<file path="src/design/mti_pkg.sv">
package mti_pkg;

  // Network shape and number format.
  localparam int IN_CNT  = 784;
  localparam int HID_CNT = 128;
  localparam int OUT_CNT = 10;
  localparam int DATA_W  = 16;
  localparam int FRAC    = 12;

  // Fixed field widths of the ports.
  localparam int OPC_W   = 3;
  localparam int ADDR_W  = 17;
  localparam int CLASS_W = 4;
  localparam int SCORE_W = 16;

  function automatic int cw(input int n);
    return (n > 1) ? $clog2(n) : 1;
  endfunction

  localparam int HW_DEPTH = IN_CNT * HID_CNT;
  localparam int OW_DEPTH = HID_CNT * OUT_CNT;
  localparam int HW_AW    = cw(HW_DEPTH);
  localparam int OW_AW    = cw(OW_DEPTH);
  localparam int HB_AW    = cw(HID_CNT);
  localparam int OB_AW    = cw(OUT_CNT);
  localparam int PX_AW    = cw(IN_CNT);
  localparam int WA_W     = cw((HW_DEPTH > OW_DEPTH) ? HW_DEPTH : OW_DEPTH);
  localparam int IDX_W    = cw((IN_CNT > HID_CNT) ? IN_CNT : HID_CNT);
  localparam int NEU_W    = cw((HID_CNT > OUT_CNT) ? HID_CNT : OUT_CNT);
  localparam int ACC_W    = 2 * DATA_W + IDX_W + 2;

  // Sigmoid table and its generator.
  localparam int SIG_DEPTH = 256;
  localparam int SIG_AW    = 8;
  localparam int SIG_HALF  = 128;
  localparam int P_W       = 33;
  localparam int DEN_W     = 34;
  localparam int DIV_W     = 50;
  localparam int REM_W     = 35;
  localparam logic [31:0] SIG_E = 32'd4034748382;

  typedef enum logic [OPC_W-1:0] {
    OP_HW  = 3'd0,
    OP_OW  = 3'd1,
    OP_HB  = 3'd2,
    OP_OB  = 3'd3,
    OP_PX  = 3'd4,
    OP_RUN = 3'd5,
    OP_NOP6 = 3'd6,
    OP_NOP7 = 3'd7
  } opcode_t;

  typedef enum logic [3:0] {
    ST_INIT,
    ST_IDLE,
    ST_HMAC,
    ST_HDRAIN,
    ST_HFIN,
    ST_OMAC,
    ST_ODRAIN,
    ST_OFIN,
    ST_OSIG
  } state_t;

  typedef enum logic [2:0] {
    SG_HI,
    SG_LO,
    SG_DIV,
    SG_MUL0,
    SG_MUL1,
    SG_DONE
  } sg_state_t;

  typedef struct packed {
    logic clear;
    logic issue;
  } mac_ctl_t;

  typedef struct packed {
    logic               we;
    logic [SIG_AW-1:0]  addr;
    logic [SCORE_W-1:0] data;
  } sig_wr_t;

  // Arithmetic shift right by FRAC (floor) and saturation to DATA_W bits.
  function automatic logic signed [DATA_W-1:0] sat_shift(input logic signed [ACC_W-1:0] v);
    logic signed [ACC_W-1:0] s;
    logic [ACC_W-DATA_W:0]   top;
    s   = v >>> FRAC;
    top = s[ACC_W-1:DATA_W-1];
    if ((&top) || !(|top)) begin
      return s[DATA_W-1:0];
    end else if (s[ACC_W-1]) begin
      return {1'b1, {(DATA_W-1){1'b0}}};
    end else begin
      return {1'b0, {(DATA_W-1){1'b1}}};
    end
  endfunction

endpackage

</file>
<file path="src/design/mti_mac.sv">
module mti_mac import mti_pkg::*; (
  input  logic                     clk,
  input  logic                     rst_n,
  input  mac_ctl_t                 ctl,
  input  logic signed [DATA_W-1:0] wgt,
  input  logic signed [DATA_W-1:0] dat,
  output logic signed [ACC_W-1:0]  acc,
  output logic                     busy
);

  logic                       v1_r, v2_r;
  logic signed [2*DATA_W-1:0] prod_r;
  logic signed [ACC_W-1:0]    acc_r;

  // Stage one: memory data arrives. Stage two: product is added.
  always_ff @(posedge clk) begin
    if (!rst_n) begin
      v1_r <= 1'b0;
      v2_r <= 1'b0;
    end else begin
      v1_r <= ctl.issue;
      v2_r <= v1_r;
    end
  end

  always_ff @(posedge clk) begin
    if (v1_r) begin
      prod_r <= wgt * dat;
    end
    if (ctl.clear) begin
      acc_r <= '0;
    end else if (v2_r) begin
      acc_r <= acc_r + ACC_W'(prod_r);
    end
  end

  assign acc  = acc_r;
  assign busy = v1_r | v2_r;

endmodule

</file>
<file path="config.mk">
export PLATFORM = sky130hd
export DESIGN_NAME = mti_mac
export DESIGN_NICKNAME = d
export VERILOG_FILES = /design/src/design/mti_pkg.sv /design/src/design/mti_mac.sv
export SDC_FILE = /design/constraint.sdc
export NUM_CORES = 1
export LEC_CHECK = 0
export ABC_AREA = 1
export BUFFER_PORTS_ARGS = -buffer_cell sky130_fd_sc_hd__buf_2
export CAP_MARGIN = 25
export CORE_MARGIN = 2
export CORE_UTILIZATION = 40
export CTS_CLUSTER_SIZE = 24
export DETAILED_ROUTE_END_ITERATION = 10
export GPL_ROUTABILITY_DRIVEN = 0
export PLACE_DENSITY_LB_ADDON = 0.05
export SLEW_MARGIN = 15
export SYNTH_ARGS = -nofsm -noshare
export SYNTH_HDL_FRONTEND = slang
export SYNTH_SLANG_ARGS = --single-unit
</file>
<file path="constraint.sdc">
create_clock -name clk -period 6.7 [get_ports clk]
set_clock_uncertainty 0.2 [all_clocks]
set_input_delay 0.67 -clock clk [delete_from_list [all_inputs] [get_ports clk]]
set_output_delay 0.67 -clock clk [all_outputs]
set_load 0.02 [all_outputs]
</file>
# Word level (Yosys, flattened, before mapping)
# Cells that the tools add are included.
# totals
ff_bits	78
latch_bits	0
ram_bits	0
mem_bits_ro	0
in_bits	36
output_inout_bits	45
wordCells	7
n_memories	0
# classes
addsub	1
multipliers	1
div	0
order_cmp	0
n_eq_ne	0
shift	0
n_mux	0
bitwise	1
reduce_logical	0
# ops
op	n
adder 44 x 32 -> 44 bit	1
multiplier 16 x 16 -> 32 bit	1
bitwise OR 1 bit	1

# Depth between registers and ports, before layout
# logic_depth
word_depth	1
depth_mapped	26
ltp_nobuf	24

# Worst setup path before layout
# Ideal clock, no wire load.
# synth_path
kind	input-to-reg
start	input port dat[6]
end	register prod_r[27] (data pin)
setup_time_ns	0.258
t_arrival_ns	5.642
required_time_ns	6.242
setup_slack_ns	0.600
stages	21
path_buffers	2
path_cell_list	clkbuf_1 clkbuf_1 nand2_1 inv_1 fa_1 fa_1 inv_1 fa_1 fa_1 fa_1 fa_1 inv_1 ha_1 nand2_1 nor2_1 inv_1 nor2_1 nand3_1 nand3_1 a21oi_1 xnor2_1
# synth_via
elab_chain_cells	1
# synth_lines
item	line	source
from (decl)	mti_mac.sv:6	input logic signed [DATA_W-1:0] dat,
multiplier 16 x 16 -> 32 bit	mti_mac.sv:28	prod_r <= wgt * dat;
to (signal assigned)	mti_mac.sv:28	
to (decl)	mti_mac.sv:12	logic signed [2*DATA_W-1:0] prod_r;
# No other way between the ends.
# A chain may end at the register's enable or synchronous reset.

# Worst setup path after layout
# layout_path
start	input port dat[1]
end	register prod_r[29] (data pin)
# Same word-level chain as after synthesis.

==> impl_summary.log <==
[metrics] critical path startpoint category: primary input
[metrics] worst stage delay on the critical path: 0.82 ns
[metrics] count of hold buffers inserted by post-cts repair: 0
[metrics] Clk pin slew, worst setup/hold paths: 0.06 ns
[metrics] post-CTS resize count: 0
[metrics] commonest non-fill, non-tap cell in the layout: sky130_fd_sc_hd__inv_1
[metrics] final non-filler cell area: 17700 um2
[metrics] highest fanout seen on the critical path: 16
[metrics] combined global-route utilization of all metal layers: 21.8%
[metrics] initial antenna violation count: 0
[metrics] critical-path cell with the highest stage delay: sky130_fd_sc_hd__fa_1
[metrics] area of placed instances: 17500 um2
[metrics] largest net degree at the start of global routing: 45
[metrics] worst rel slew slack: 37.6%
[metrics] Area Overhead vs Synth: 7.18%
[metrics] standard cell core area: 40800 um2
[metrics] worst reg-to-reg path cell count: 15
[metrics] # nets final: 2758
[metrics] final max-slew violation count: 0
[metrics] Synth Net Count: 2721
[metrics] Final Setup Violations: 0
[metrics] die width: 207 um
[metrics] Top-Level Pins: 81
[metrics] detailed-router iteration count before antenna repair: 5
[metrics] mean cell area of the mapped netlist: 7.20 um2
[metrics] post-detailed-route DRC marker count: 0
[metrics] buffer depth of the longest clock path: 2
[metrics] final instance count without filler cells: 2870
[metrics] data required time at the worst endpoint: 6.59 ns
[metrics] wire length after detailed routing: 45600 um
[metrics] highest achievable clock rate: 156 MHz
[metrics] count of unique library cells instantiated by Yosys: 43
[metrics] Setup CP Type: primary input to flip-flop
[metrics] Tightest Hold Check Type: flip-flop to flip-flop
[metrics] commonest non-fill, non-tap cells in the layout: sky130_fd_sc_hd__inv_1 (616), sky130_fd_sc_hd__nand2_1 (559), sky130_fd_sc_hd__fa_1 (263)
[metrics] Chip Height: 207 um
[metrics] number of antenna repair diodes: 0
[metrics] TritonCTS clock tree: done
[metrics] global-route wire length before repair: 75100 um
[metrics] unrepaired setup endpoints after global routing: false
[metrics] Fill cells: 4305
[metrics] flop and latch count out of synthesis: 78
[metrics] type of destination of the critical path: flip-flop
[metrics] post-layout min period: 6.43 ns
[metrics] Worst Hold Endpoint: acc[0]$_SDFFE_PP0P_
[metrics] CTS root buffer: sky130_fd_sc_hd__clkbuf_16
[metrics] starting utilization of the core area: 40.5%
[metrics] routed length per instance: 15.9 um
[metrics] detailed placement HPWL: 39700 um
[metrics] Reg2Reg Launch Point: acc[0]$_SDFFE_PP0P_
[metrics] cell with the most instances on the worst path: sky130_fd_sc_hd__fa_1
[metrics] Reg2Reg Capture Point: acc[26]$_SDFFE_PP0P_
[metrics] total clock buffers created by CTS: 9
[metrics] GRT overflow: 0
[metrics] arrival time reported for the critical path endpoint: 6.32 ns
[metrics] remaining antenna violation count: 0
[metrics] register area: 1880 um2
[metrics] Setup Buffers After CTS: 0
[metrics] reg-to-reg setup timing slack: 3.86 ns
[metrics] Hold Path Depth: 2
[metrics] slew at the pin with the worst max-slew slack: 0.935 ns
[metrics] Synth Warn #: 0
[metrics] via/cell ratio: 4.73
[metrics] share of final-layout standard cells stronger than drive strength 1: 7.66%
[metrics] number of cells produced by synthesis: 2297
[metrics] number of global-route vias before repair: 14571
[metrics] Initial DRC Count: 546
[metrics] clock latency reported for the late side of the worst-skew pair: 0.34 ns
[metrics] final clock period utilization by the worst path: 96.0%
[metrics] floorplan row count: 74
[metrics] worst hold slack across all endpoints: 0.290 ns
[metrics] die footprint: 43000 um2
[metrics] Num Clock Sinks: 78
[metrics] number of hold violations in the final report: 0
[metrics] synthesized cell area: 16500 um2
[metrics] area occupied by multi-input gates: 12100 um2
[metrics] number of cells after detailed placement: 2855
[metrics] Maximum Capacitance Violations: 0
[metrics] hold path start: acc[0]$_SDFFE_PP0P_
[metrics] portion of the post-synthesis area used by sequential elements: 11.4%
[metrics] vias after detailed routing: 13569
[metrics] CP cell instances: buf_2 -> nand2_1 -> inv_1 -> fa_1 -> fa_1 -> fa_1 -> fa_1 -> fa_1 -> inv_1 -> fa_1 -> inv_1 -> ha_1 -> a21oi_1 -> o21ai_0 -> a211oi_1 -> nand3_1 -> xor2_1
[metrics] H-tree depth: 3
[metrics] count of buffers from port buffering: 80
[metrics] status: finished, final reports clean
==> routing by layer <==
layer  vias to the layer above  track usage, %  share of wire, %
met4                         0            8.28               3.6
met1                      6469            28.3                46
met5                         -               0                 0
li1                       6768               -                 -
met3                        80            1.41               2.5
met2                       252            38.2                48
==> worst max-delay path, delay by kind of cell <==
family | cells | cell delay [ns]
buf+inv | 4 | 0.57
xor+xnor | 1 | 0.19
simple gates | 2 | 0.41
compound gates | 3 | 0.81
fa+ha+maj | 7 | 3.67
==> final cells by class <==
cell class,instances,area share [%]
Inverter,623,13.2
Tap cell,532,3.75
Clock inverter,6,0.212
Sequential cell,78,10.6
Clock buffer,9,1.27
Timing Repair Buffer,97,2.98
Multi-Input combinational cell,1525,68.0
==> state kept, by name, indices dropped and copies added, names as in the netlist <==
name / count
v1_r: 1
v2_r: 1
prod_r: 32
acc: 44
==> synth_stat cells, drive strengths merged <==
cell    count  share of area, %
o21ai      68               2.1
a21oi      82               2.8
nor3        8              0.27
fa        263                32
o211a       1             0.061
a31oi       4              0.15
nand3b      2             0.091
buf         3             0.083
inv       623                14
a31o        1             0.053
a21boi      4              0.20
o21bai     12              0.59
and2        2             0.076
dfxtp      46               5.6
nand3      64               2.1
nand2     583                14
o211ai      1             0.045
a211oi      3              0.14
or2         6              0.23
xor2       35               1.9
nor4        1             0.038
a21o        4              0.18
clkbuf     68               1.5
xnor2      20               1.1
nand4      19              0.72
edfxtp     32               5.8
nor2      217               5.3
ha        125               9.5
==> worst max-delay path by stage <==
stage | startpoint | to | depth (start not counted)
floorplan | dat[6] | prod_r[27]$_DFFE_PP_ | 21
global placement | dat[1] | prod_r[29]$_DFFE_PP_ | 17
global route | dat[1] | prod_r[29]$_DFFE_PP_ | 17
finish | dat[1] | prod_r[29]$_DFFE_PP_ | 17
CTS | dat[1] | prod_r[29]$_DFFE_PP_ | 17
detailed placement | dat[1] | prod_r[29]$_DFFE_PP_ | 17
==> metrics by stage <==
step | setup TNS, ns | worst slack (ns) | util (%)
after global placement | -0.145 | -0.145 | 42.8
after floorplan | 0 | 0.600 | -
after detailed placement | -0.0860 | -0.0860 | 42.8
after CTS | 0 | 0.281 | 43.4
after global routing | 0 | 0.0472 | 43.4
final | 0 | 0.271 | 43.4
==> cells by family (layout without fill, tap and decap cells) <==
logic type / Yosys count / after routing / share of synthesized area, %
xor gates and xnor gates: 55 / 55 / 2.91
buffers and inverters: 694 / 735 / 15.8
adders and majority gates: 388 / 388 / 41.3
AOI/OAI and AO/OA: 180 / 180 / 6.25
DFF: 78 / 78 / 11.4
and+or+nand+nor: 902 / 902 / 22.4
Power is left out: the tool's default activity adds up to more than one toggle a clock period on the data nets, which glitch-free logic cannot reach.
