**config.mk**
```make
export PLATFORM = sky130hd
export DESIGN_NAME = mti_sig_gen
export DESIGN_NICKNAME = d
export VERILOG_FILES = /design/src/design/mti_pkg.sv /design/src/design/mti_sig_gen.sv
export SDC_FILE = /design/constraint.sdc
export NUM_CORES = 2
export LEC_CHECK = 0
export BUFFER_PORTS_ARGS = -buffer_cell sky130_fd_sc_hd__buf_4
export CORE_MARGIN = 2
export CORE_UTILIZATION = 55
export CTS_CLUSTER_SIZE = 8
export DETAILED_ROUTE_END_ITERATION = 8
export GPL_TIMING_DRIVEN = 0
export HOLD_SLACK_MARGIN = 0.1
export PLACE_DENSITY = 0.8
export SLEW_MARGIN = 5
export SYNTH_ARGS = -nofsm -noshare
export SYNTH_HDL_FRONTEND = slang
export SYNTH_SLANG_ARGS = --single-unit
```
**constraint.sdc**
```tcl
create_clock -name clk -period 11.49 [get_ports clk]
set_clock_uncertainty 0.2 [all_clocks]
set_input_delay 0 -clock clk [delete_from_list [all_inputs] [get_ports clk]]
set_output_delay 0 -clock clk [all_outputs]
set_load 0.01 [all_outputs]
```
**src/design/mti_pkg.sv**
```systemverilog
package mti_pkg;

  // Network shape and number format.
  localparam int IN_CNT  = 784;
  localparam int HID_CNT = 128;
  localparam int OUT_CNT = 10;
  localparam int DATA_W  = 16;
  localparam int FRAC    = 12;

  // Fixed field widths of the ports.
  localparam int OPC_W   = 3;
  localparam int ADDR_W  = 17;
  localparam int CLASS_W = 4;
  localparam int SCORE_W = 16;

  function automatic int cw(input int n);
    return (n > 1) ? $clog2(n) : 1;
  endfunction

  localparam int HW_DEPTH = IN_CNT * HID_CNT;
  localparam int OW_DEPTH = HID_CNT * OUT_CNT;
  localparam int HW_AW    = cw(HW_DEPTH);
  localparam int OW_AW    = cw(OW_DEPTH);
  localparam int HB_AW    = cw(HID_CNT);
  localparam int OB_AW    = cw(OUT_CNT);
  localparam int PX_AW    = cw(IN_CNT);
  localparam int WA_W     = cw((HW_DEPTH > OW_DEPTH) ? HW_DEPTH : OW_DEPTH);
  localparam int IDX_W    = cw((IN_CNT > HID_CNT) ? IN_CNT : HID_CNT);
  localparam int NEU_W    = cw((HID_CNT > OUT_CNT) ? HID_CNT : OUT_CNT);
  localparam int ACC_W    = 2 * DATA_W + IDX_W + 2;

  // Sigmoid table and its generator.
  localparam int SIG_DEPTH = 256;
  localparam int SIG_AW    = 8;
  localparam int SIG_HALF  = 128;
  localparam int P_W       = 33;
  localparam int DEN_W     = 34;
  localparam int DIV_W     = 50;
  localparam int REM_W     = 35;
  localparam logic [31:0] SIG_E = 32'd4034748382;

  typedef enum logic [OPC_W-1:0] {
    OP_HW  = 3'd0,
    OP_OW  = 3'd1,
    OP_HB  = 3'd2,
    OP_OB  = 3'd3,
    OP_PX  = 3'd4,
    OP_RUN = 3'd5,
    OP_NOP6 = 3'd6,
    OP_NOP7 = 3'd7
  } opcode_t;

  typedef enum logic [3:0] {
    ST_INIT,
    ST_IDLE,
    ST_HMAC,
    ST_HDRAIN,
    ST_HFIN,
    ST_OMAC,
    ST_ODRAIN,
    ST_OFIN,
    ST_OSIG
  } state_t;

  typedef enum logic [2:0] {
    SG_HI,
    SG_LO,
    SG_DIV,
    SG_MUL0,
    SG_MUL1,
    SG_DONE
  } sg_state_t;

  typedef struct packed {
    logic clear;
    logic issue;
  } mac_ctl_t;

  typedef struct packed {
    logic               we;
    logic [SIG_AW-1:0]  addr;
    logic [SCORE_W-1:0] data;
  } sig_wr_t;

  // Arithmetic shift right by FRAC (floor) and saturation to DATA_W bits.
  function automatic logic signed [DATA_W-1:0] sat_shift(input logic signed [ACC_W-1:0] v);
    logic signed [ACC_W-1:0] s;
    logic [ACC_W-DATA_W:0]   top;
    s   = v >>> FRAC;
    top = s[ACC_W-1:DATA_W-1];
    if ((&top) || !(|top)) begin
      return s[DATA_W-1:0];
    end else if (s[ACC_W-1]) begin
      return {1'b1, {(DATA_W-1){1'b0}}};
    end else begin
      return {1'b0, {(DATA_W-1){1'b1}}};
    end
  endfunction

endpackage

```
**src/design/mti_sig_gen.sv**
```systemverilog
module mti_sig_gen import mti_pkg::*; (
  input  logic    clk,
  input  logic    rst_n,
  output sig_wr_t wr,
  output logic    done
);

  sg_state_t           st_r, st_nxt;
  logic [SIG_AW:0]     k_r, k_nxt;
  logic [P_W-1:0]      p_r, p_nxt;
  logic                lo_r, lo_nxt;
  logic [DIV_W-1:0]    n_r, n_nxt;
  logic [REM_W-1:0]    rem_r, rem_nxt;
  logic [DEN_W-1:0]    den_r, den_nxt;
  logic [SCORE_W-1:0]  q_r, q_nxt;
  logic [5:0]          cnt_r, cnt_nxt;
  logic [48:0]         plo_r, plo_nxt;

  logic [REM_W-1:0]    trial;
  logic                ge;
  logic [DEN_W-1:0]    den_c;
  logic [48:0]         phi;
  logic [64:0]         psum;

  always_ff @(posedge clk) begin
    if (!rst_n) begin
      st_r <= SG_HI;
      k_r  <= '0;
      p_r  <= {1'b1, 32'd0};
    end else begin
      st_r <= st_nxt;
      k_r  <= k_nxt;
      p_r  <= p_nxt;
    end
  end

  always_ff @(posedge clk) begin
    lo_r  <= lo_nxt;
    n_r   <= n_nxt;
    rem_r <= rem_nxt;
    den_r <= den_nxt;
    q_r   <= q_nxt;
    cnt_r <= cnt_nxt;
    plo_r <= plo_nxt;
  end

  always_comb begin
    trial = {rem_r[REM_W-2:0], n_r[DIV_W-1]};
    ge    = trial >= REM_W'(den_r);
    den_c = DEN_W'(p_r) + {2'b01, 32'd0};
    phi   = 49'(p_r) * 49'(SIG_E[31:16]);
    psum  = 65'(plo_r) + (65'(phi) << 16) + {33'd0, 1'b1, 31'd0};

    st_nxt  = st_r;
    k_nxt   = k_r;
    p_nxt   = p_r;
    lo_nxt  = lo_r;
    n_nxt   = n_r;
    rem_nxt = rem_r;
    den_nxt = den_r;
    q_nxt   = q_r;
    cnt_nxt = cnt_r;
    plo_nxt = plo_r;
    wr      = '0;

    unique case (st_r)
      SG_HI: begin
        // Upper half: 65535 / (1 + exp(-k/16)), rounded.
        if (k_r < (SIG_AW+1)'(SIG_HALF)) begin
          den_nxt = den_c;
          n_nxt   = {2'd0, 16'hFFFF, 32'd0} + DIV_W'(den_c >> 1);
          rem_nxt = '0;
          cnt_nxt = '0;
          lo_nxt  = 1'b0;
          st_nxt  = SG_DIV;
        end else begin
          st_nxt = SG_LO;
        end
      end
      SG_LO: begin
        // Lower half: 65535 * exp(-k/16) / (1 + exp(-k/16)), rounded.
        if (k_r != '0) begin
          den_nxt = den_c;
          n_nxt   = (DIV_W'(p_r) << 16) - DIV_W'(p_r) + DIV_W'(den_c >> 1);
          rem_nxt = '0;
          cnt_nxt = '0;
          lo_nxt  = 1'b1;
          st_nxt  = SG_DIV;
        end else begin
          st_nxt = SG_MUL0;
        end
      end
      SG_DIV: begin
        rem_nxt = ge ? (trial - REM_W'(den_r)) : trial;
        n_nxt   = n_r << 1;
        q_nxt   = {q_r[SCORE_W-2:0], ge};
        cnt_nxt = cnt_r + 6'd1;
        if (cnt_r == 6'(DIV_W - 1)) begin
          wr.we   = 1'b1;
          wr.addr = lo_r ? SIG_AW'((SIG_AW+1)'(SIG_HALF) - k_r)
                         : SIG_AW'((SIG_AW+1)'(SIG_HALF) + k_r);
          wr.data = {q_r[SCORE_W-2:0], ge};
          if (!lo_r) begin
            st_nxt = SG_LO;
          end else if (k_r == (SIG_AW+1)'(SIG_HALF)) begin
            st_nxt = SG_DONE;
          end else begin
            st_nxt = SG_MUL0;
          end
        end
      end
      SG_MUL0: begin
        plo_nxt = 49'(p_r) * 49'(SIG_E[15:0]);
        st_nxt  = SG_MUL1;
      end
      SG_MUL1: begin
        p_nxt  = psum[64:32];
        k_nxt  = k_r + (SIG_AW+1)'(1);
        st_nxt = SG_HI;
      end
      SG_DONE: begin
        st_nxt = SG_DONE;
      end
      default: begin
        st_nxt = SG_HI;
      end
    endcase
  end

  assign done = (st_r == SG_DONE);

endmodule

```
# Word-level counts from Yosys, hierarchy flattened
# Cells that the tools add are included.
# classes
add_sub_neg,11
n_mul,2
div,0
order_cmp,2
eq_ne,10
n_shift,0
muxes,25
n_bitwise,0
reduce_logical,6
# ops
operator,n
$mux W34,5
$pmux W50 S3,1
$pmux W34 S3,1
$mux W50,2
$pmux W34 S2,1
$add A48 B65 Y65,1
$add A65 B32 Y65 const B,1
$add A50 B33 Y50,1
$mux W25,2
$sub A49 B33 Y50,1
$add A48 B33 Y49 const A,1
$mul A33 B16 Y49 const B,1
$mul A33 B14 Y47 const B,1
$ge A35 B34 Y1,1
$add A33 B33 Y34 const B,1
$sub A34 B34 Y34,1
$pmux W6 S3,1
$pmux W3 S5,1
$mux W6,2
$add A9 B1 Y9 const B,1
$eq A9 B8 Y1 const B,1
$lt A9 B8 Y1 const B,1
$mux W3,3
$reduce_bool A9 Y1,1
16 further kinds,23
# word_totals
regBits,232
latchBits,0
ram_bits,0
romBits,0
inputBits,2
wordCells,66
memories,0

# Depth between registers and ports, before layout
# logic_depth
depth_word,5
depth_mapped,37
mapped_depth_nobuf,36

# Worst setup path after synthesis
# OpenSTA, ideal clock, no wires.
# synth_timing
kind,reg2reg
from,reg p_r[14]
to,reg p_r[32]
arrival_ns,8.318
setup_slack_ns,2.833
stages_incl_launch_ff,34
n_path_buf,3
path_cell_list,dfxtp_1 inv_1 fa_1 inv_1 fa_1 ha_1 fa_1 fa_1 inv_1 fa_1 inv_1 ha_1 buf_2 nand4_1 or3_1 or3_1 and3_1 buf_6 xnor2_1 ha_1 ha_1 nand2_1 inv_1 nand3_1 nor2_1 a211oi_1 o21ai_0 o2111ai_2 and4b_1 buf_6 and4_4 a2111o_1 o21ai_1 a311oi_1
# synth_via
elab_chain_cells,3
# synth_rtl
element,line,rtl
from (decl),mti_sig_gen.sv:10,"logic [P_W-1:0] p_r, p_nxt;"
from (signal assigned),mti_sig_gen.sv:29,"p_r <= {1'b1, 32'd0};"
from (signal assigned),mti_sig_gen.sv:33,p_r <= p_nxt;
$mul A33 B16 Y49,mti_sig_gen.sv:51,phi = 49'(p_r) * 49'(SIG_E[31:16]);
$add A48 B65 Y65,mti_sig_gen.sv:52,"psum = 65'(plo_r) + (65'(phi) << 16) + {33'd0, 1'b1, 31'd0};"
$add A65 B32 Y65,mti_sig_gen.sv:52,
# Every way passes these cells.
# A chain may end at the register's enable or synchronous reset.

# Final worst setup path
# layout_timing
from,reg p_r[13]
to,reg p_r[32]
# Same word-level chain as after synthesis.

==> impl_metrics.toml <==
[outcome]
status = "finished clean"

[sta]
min_period_over_period = 0.9417
slew_headroom = 0.08662
setup_ws_ns = 0.6702
tightestPinTransition_ns = 1.368
tns_ns = 0
whs_ns = 0.2375
max_freq_mhz = 92.42
rsz0062_at_grt = "no"
period_needed_ns = 10.82
setup_violations = 0
hold_viol_final = 0
maxSlewViolCount = 0

[worst_setup_path]
reg2reg_to = "p_r[32]$_SDFFE_PN1N_"
path_common_cell = "fa_1"
cpMaxStageDelayCell = "dfxtp_1"
critPathLaunchType = "flip-flop"
crit_path_end = "p_r[32]$_SDFFE_PN1N_"
worstSetupEndpointType = "flip-flop"
r2r_start = "p_r[13]$_SDFFE_PN0N_"
critPathLaunch = "p_r[13]$_SDFFE_PN0N_"
cpPeakStageDelay_ns = 1.07
reg2reg_slack_ns = 0.67
worst-setup-path-type = "flip-flop to flip-flop"
crit_arrival_ns = 11.03
cp_max_fo = 12
worstPathRequired_ns = 11.70
worstRegToRegCells = 31

[floorplanning]
io_pins = 28
rows = 91
core_area_sq_um = 61710
initial_core_util = 0.5555
die_y_microns = 253.7
dieWidth_microns = 253.7
die_area_sq_um = 64340

[placement]
gp_congestion = 0.9873
io_buffers = 27
dpl.hpwl_microns = 76530
place_ws_ns = 0.8694

[clocking]
clock_sinks = 217
cts_tree = "built"
cts.path.max_buffers = 3
postCtsSetupBuffers = 0
htree_levels = 2
post_cts_hold_buffer_count = 1
path_clk_slew_ns = 0.05
cts_inserted_buffers = 34
ctsResizeCount = 0
clkLatencyLatePin_ns = 0.57
cts_root_buf = "clkbuf_16"

[yosys]
synth_xor_area_frac = 0.04548
netlist_instances = 3590
synth_compound_area_frac = 0.1349
synthArstFlopShare = 0
synth_cell_types = 82
ys_warn_count = 0
synth-adder-area-share = 0.4468
synth_top_family_by_area = "adder cells"
synthDominantCellAreaShare = 0.2698
synth_simple_gate_area_frac = 0.09275
synthMuxAreaShare = 0.009965
ys_seq_area_frac = 0.1770
synth_ff_type = "edfxtp_1"
syn_avg_cell_area_sq_um = 9.549
synth_edf_count = 172
synthesis.area_sq_um = 34280
ys_seq_elements = 217
synth_top_area_cell = "fa_1"
syn_nets = 4539
yosys-top-cells-area = "fa_1 27%, ha_1 18%, edfxtp_1 15%, inv_1 8.4%, a21oi_1 3.4%"

[finish]
antennaDiodeCount = 0
drive_above_1_share = 0.03474
mostFrequentLayoutCell = "inv_1"
multi_input_area_sq_um = 25040
final.fill_count = 5190
area_delta_synth_final_pct = 7.030
ff_latch_area_sq_um = 6067
nets = 4610
mostFrequentLayoutCells = "765 x inv_1, 485 x ha_1, 462 x fa_1"

[pwr]
ir_drop_v = 0.00009100
p_total_mw = 2.853
power_density_nw_per_um2 = 77.77
power_leakage_nw = 19.06

[routing]
wirelength_microns = 95290
drc_errors = 0
drtPass1Iterations = 6
drtIter0Drc = 2204
drtAntennaViolNets = 0
via_count = 26495
vias_per_cell = 5.859
wl_per_cell_microns = 21.07

[run]
cap_violations = 0

[global_routing]
grt_pass1_wl_microns = 150800
gr-total-overflow = 0
grt_pass1_vias = 27220
grt_usage = 0.3068
grt_max_degree = 31
antenna_found_initial = 2

[worst_hold_path]
hp-class = "flip-flop to flip-flop"
-- per-stage QoR --
| stage | std cells | utilization | instance area [sq um] |
|---|---|---|---|
| CTS | 4522 | 0.5945 | 36690 |
| finish | 4522 | 0.5945 | 36690 |
| global placement | 4454 | 0.5757 | 35530 |
| global route | 4522 | 0.5945 | 36690 |
| floorplan | 3590 | - | 34280 |
| detailed placement | 4461 | 0.5780 | 35670 |
-- how the worst min path moves through the flow --
stage	from	to	slack (ns)	depth (start not counted)
floorplan	rst_n	p_r[6]$_SDFFE_PN0N_	0.02	2
global placement	q_r[6]$_DFFE_PN_	q_r[7]$_DFFE_PN_	0.22	0
detailed placement	q_r[12]$_DFFE_PN_	q_r[13]$_DFFE_PN_	0.23	0
CTS	q_r[8]$_DFFE_PN_	q_r[9]$_DFFE_PN_	0.24	0
global route	q_r[8]$_DFFE_PN_	q_r[9]$_DFFE_PN_	0.25	0
finish	q_r[10]$_DFFE_PN_	q_r[11]$_DFFE_PN_	0.24	0
-- routing by layer --
metal | share of wire | GRT usage
met2 | 0.47 | 0.4993
met1 | 0.39 | 0.3893
met4 | 0.063 | 0.1667
met3 | 0.078 | 0.05531
met5 | 0.00014 | 0
-- cell families (layout without fill, tap and decap cells) --
logic type | after synthesis | in the layout
adders and majority gates | 947 | 947
buffers and inverters | 842 | 937
AOI/OAI and AO/OA | 710 | 710
and+or+nand+nor | 662 | 662
DFF | 217 | 217
xor gates and xnor gates | 178 | 178
muxes | 34 | 34
-- power by group --
part / switching [mW] / internal [mW]
clock network: 0.387 / 0.562
logic: 0.513 / 0.376
registers: 0.0515 / 0.964
-- sequential cells by signal, indices dropped and copies added, names as in the netlist, 6 cells and up --
| name | count |
|---|---|
| q_r | 15 |
| cnt_r | 6 |
| plo_r | 32 |
| den_r | 34 |
| rem_r | 34 |
| n_r | 50 |
| p_r | 33 |
| k_r | 9 |
-- area by class of cell --
| cell class | count | share of cell area |
|---|---|---|
| Clock buffer | 54 | 0.02551 |
| Sequential cell | 217 | 0.1654 |
| Clock inverter | 6 | 0.002046 |
| Inverter | 766 | 0.07837 |
| Multi-Input combinational cell | 2531 | 0.6825 |
| Buffer | 76 | 0.008662 |
| Timing Repair Buffer | 35 | 0.009003 |
| Tap cell | 837 | 0.02854 |
-- Yosys cell counts, drive strengths merged, types with 6 or more instances --
library cell  count
a211oi           38
a21boi            8
a21o            103
a21oi           233
a221o            17
a311oi            7
a31o              7
a31oi            21
and2             14
and3             30
buf              19
clkbuf           57
dfxtp            45
edfxtp          172
fa              462
ha              485
inv             766
mux2i            33
nand2           165
nand2b           31
nand3            50
nand4            33
nor2            217
nor2b            21
nor3             36
nor3b             6
nor4              6
o2111ai           7
o211ai           13
o21a             22
o21ai           119
o21bai           26
o22a             30
o22ai             6
o31ai             8
o32ai             6
o41ai             6
or2              12
or3              15
xnor2           110
xor2             68
-- critical path, delay by kind of cell (launching register included) --
family          cells  cell delay (ns)
flops               1             1.07
fa+ha+maj           9             4.07
compound gates     10             3.13
xor+xnor            1             0.23
simple gates        5             0.77
buf+inv             6             1.16
Power figures use the tool's default switching activity.
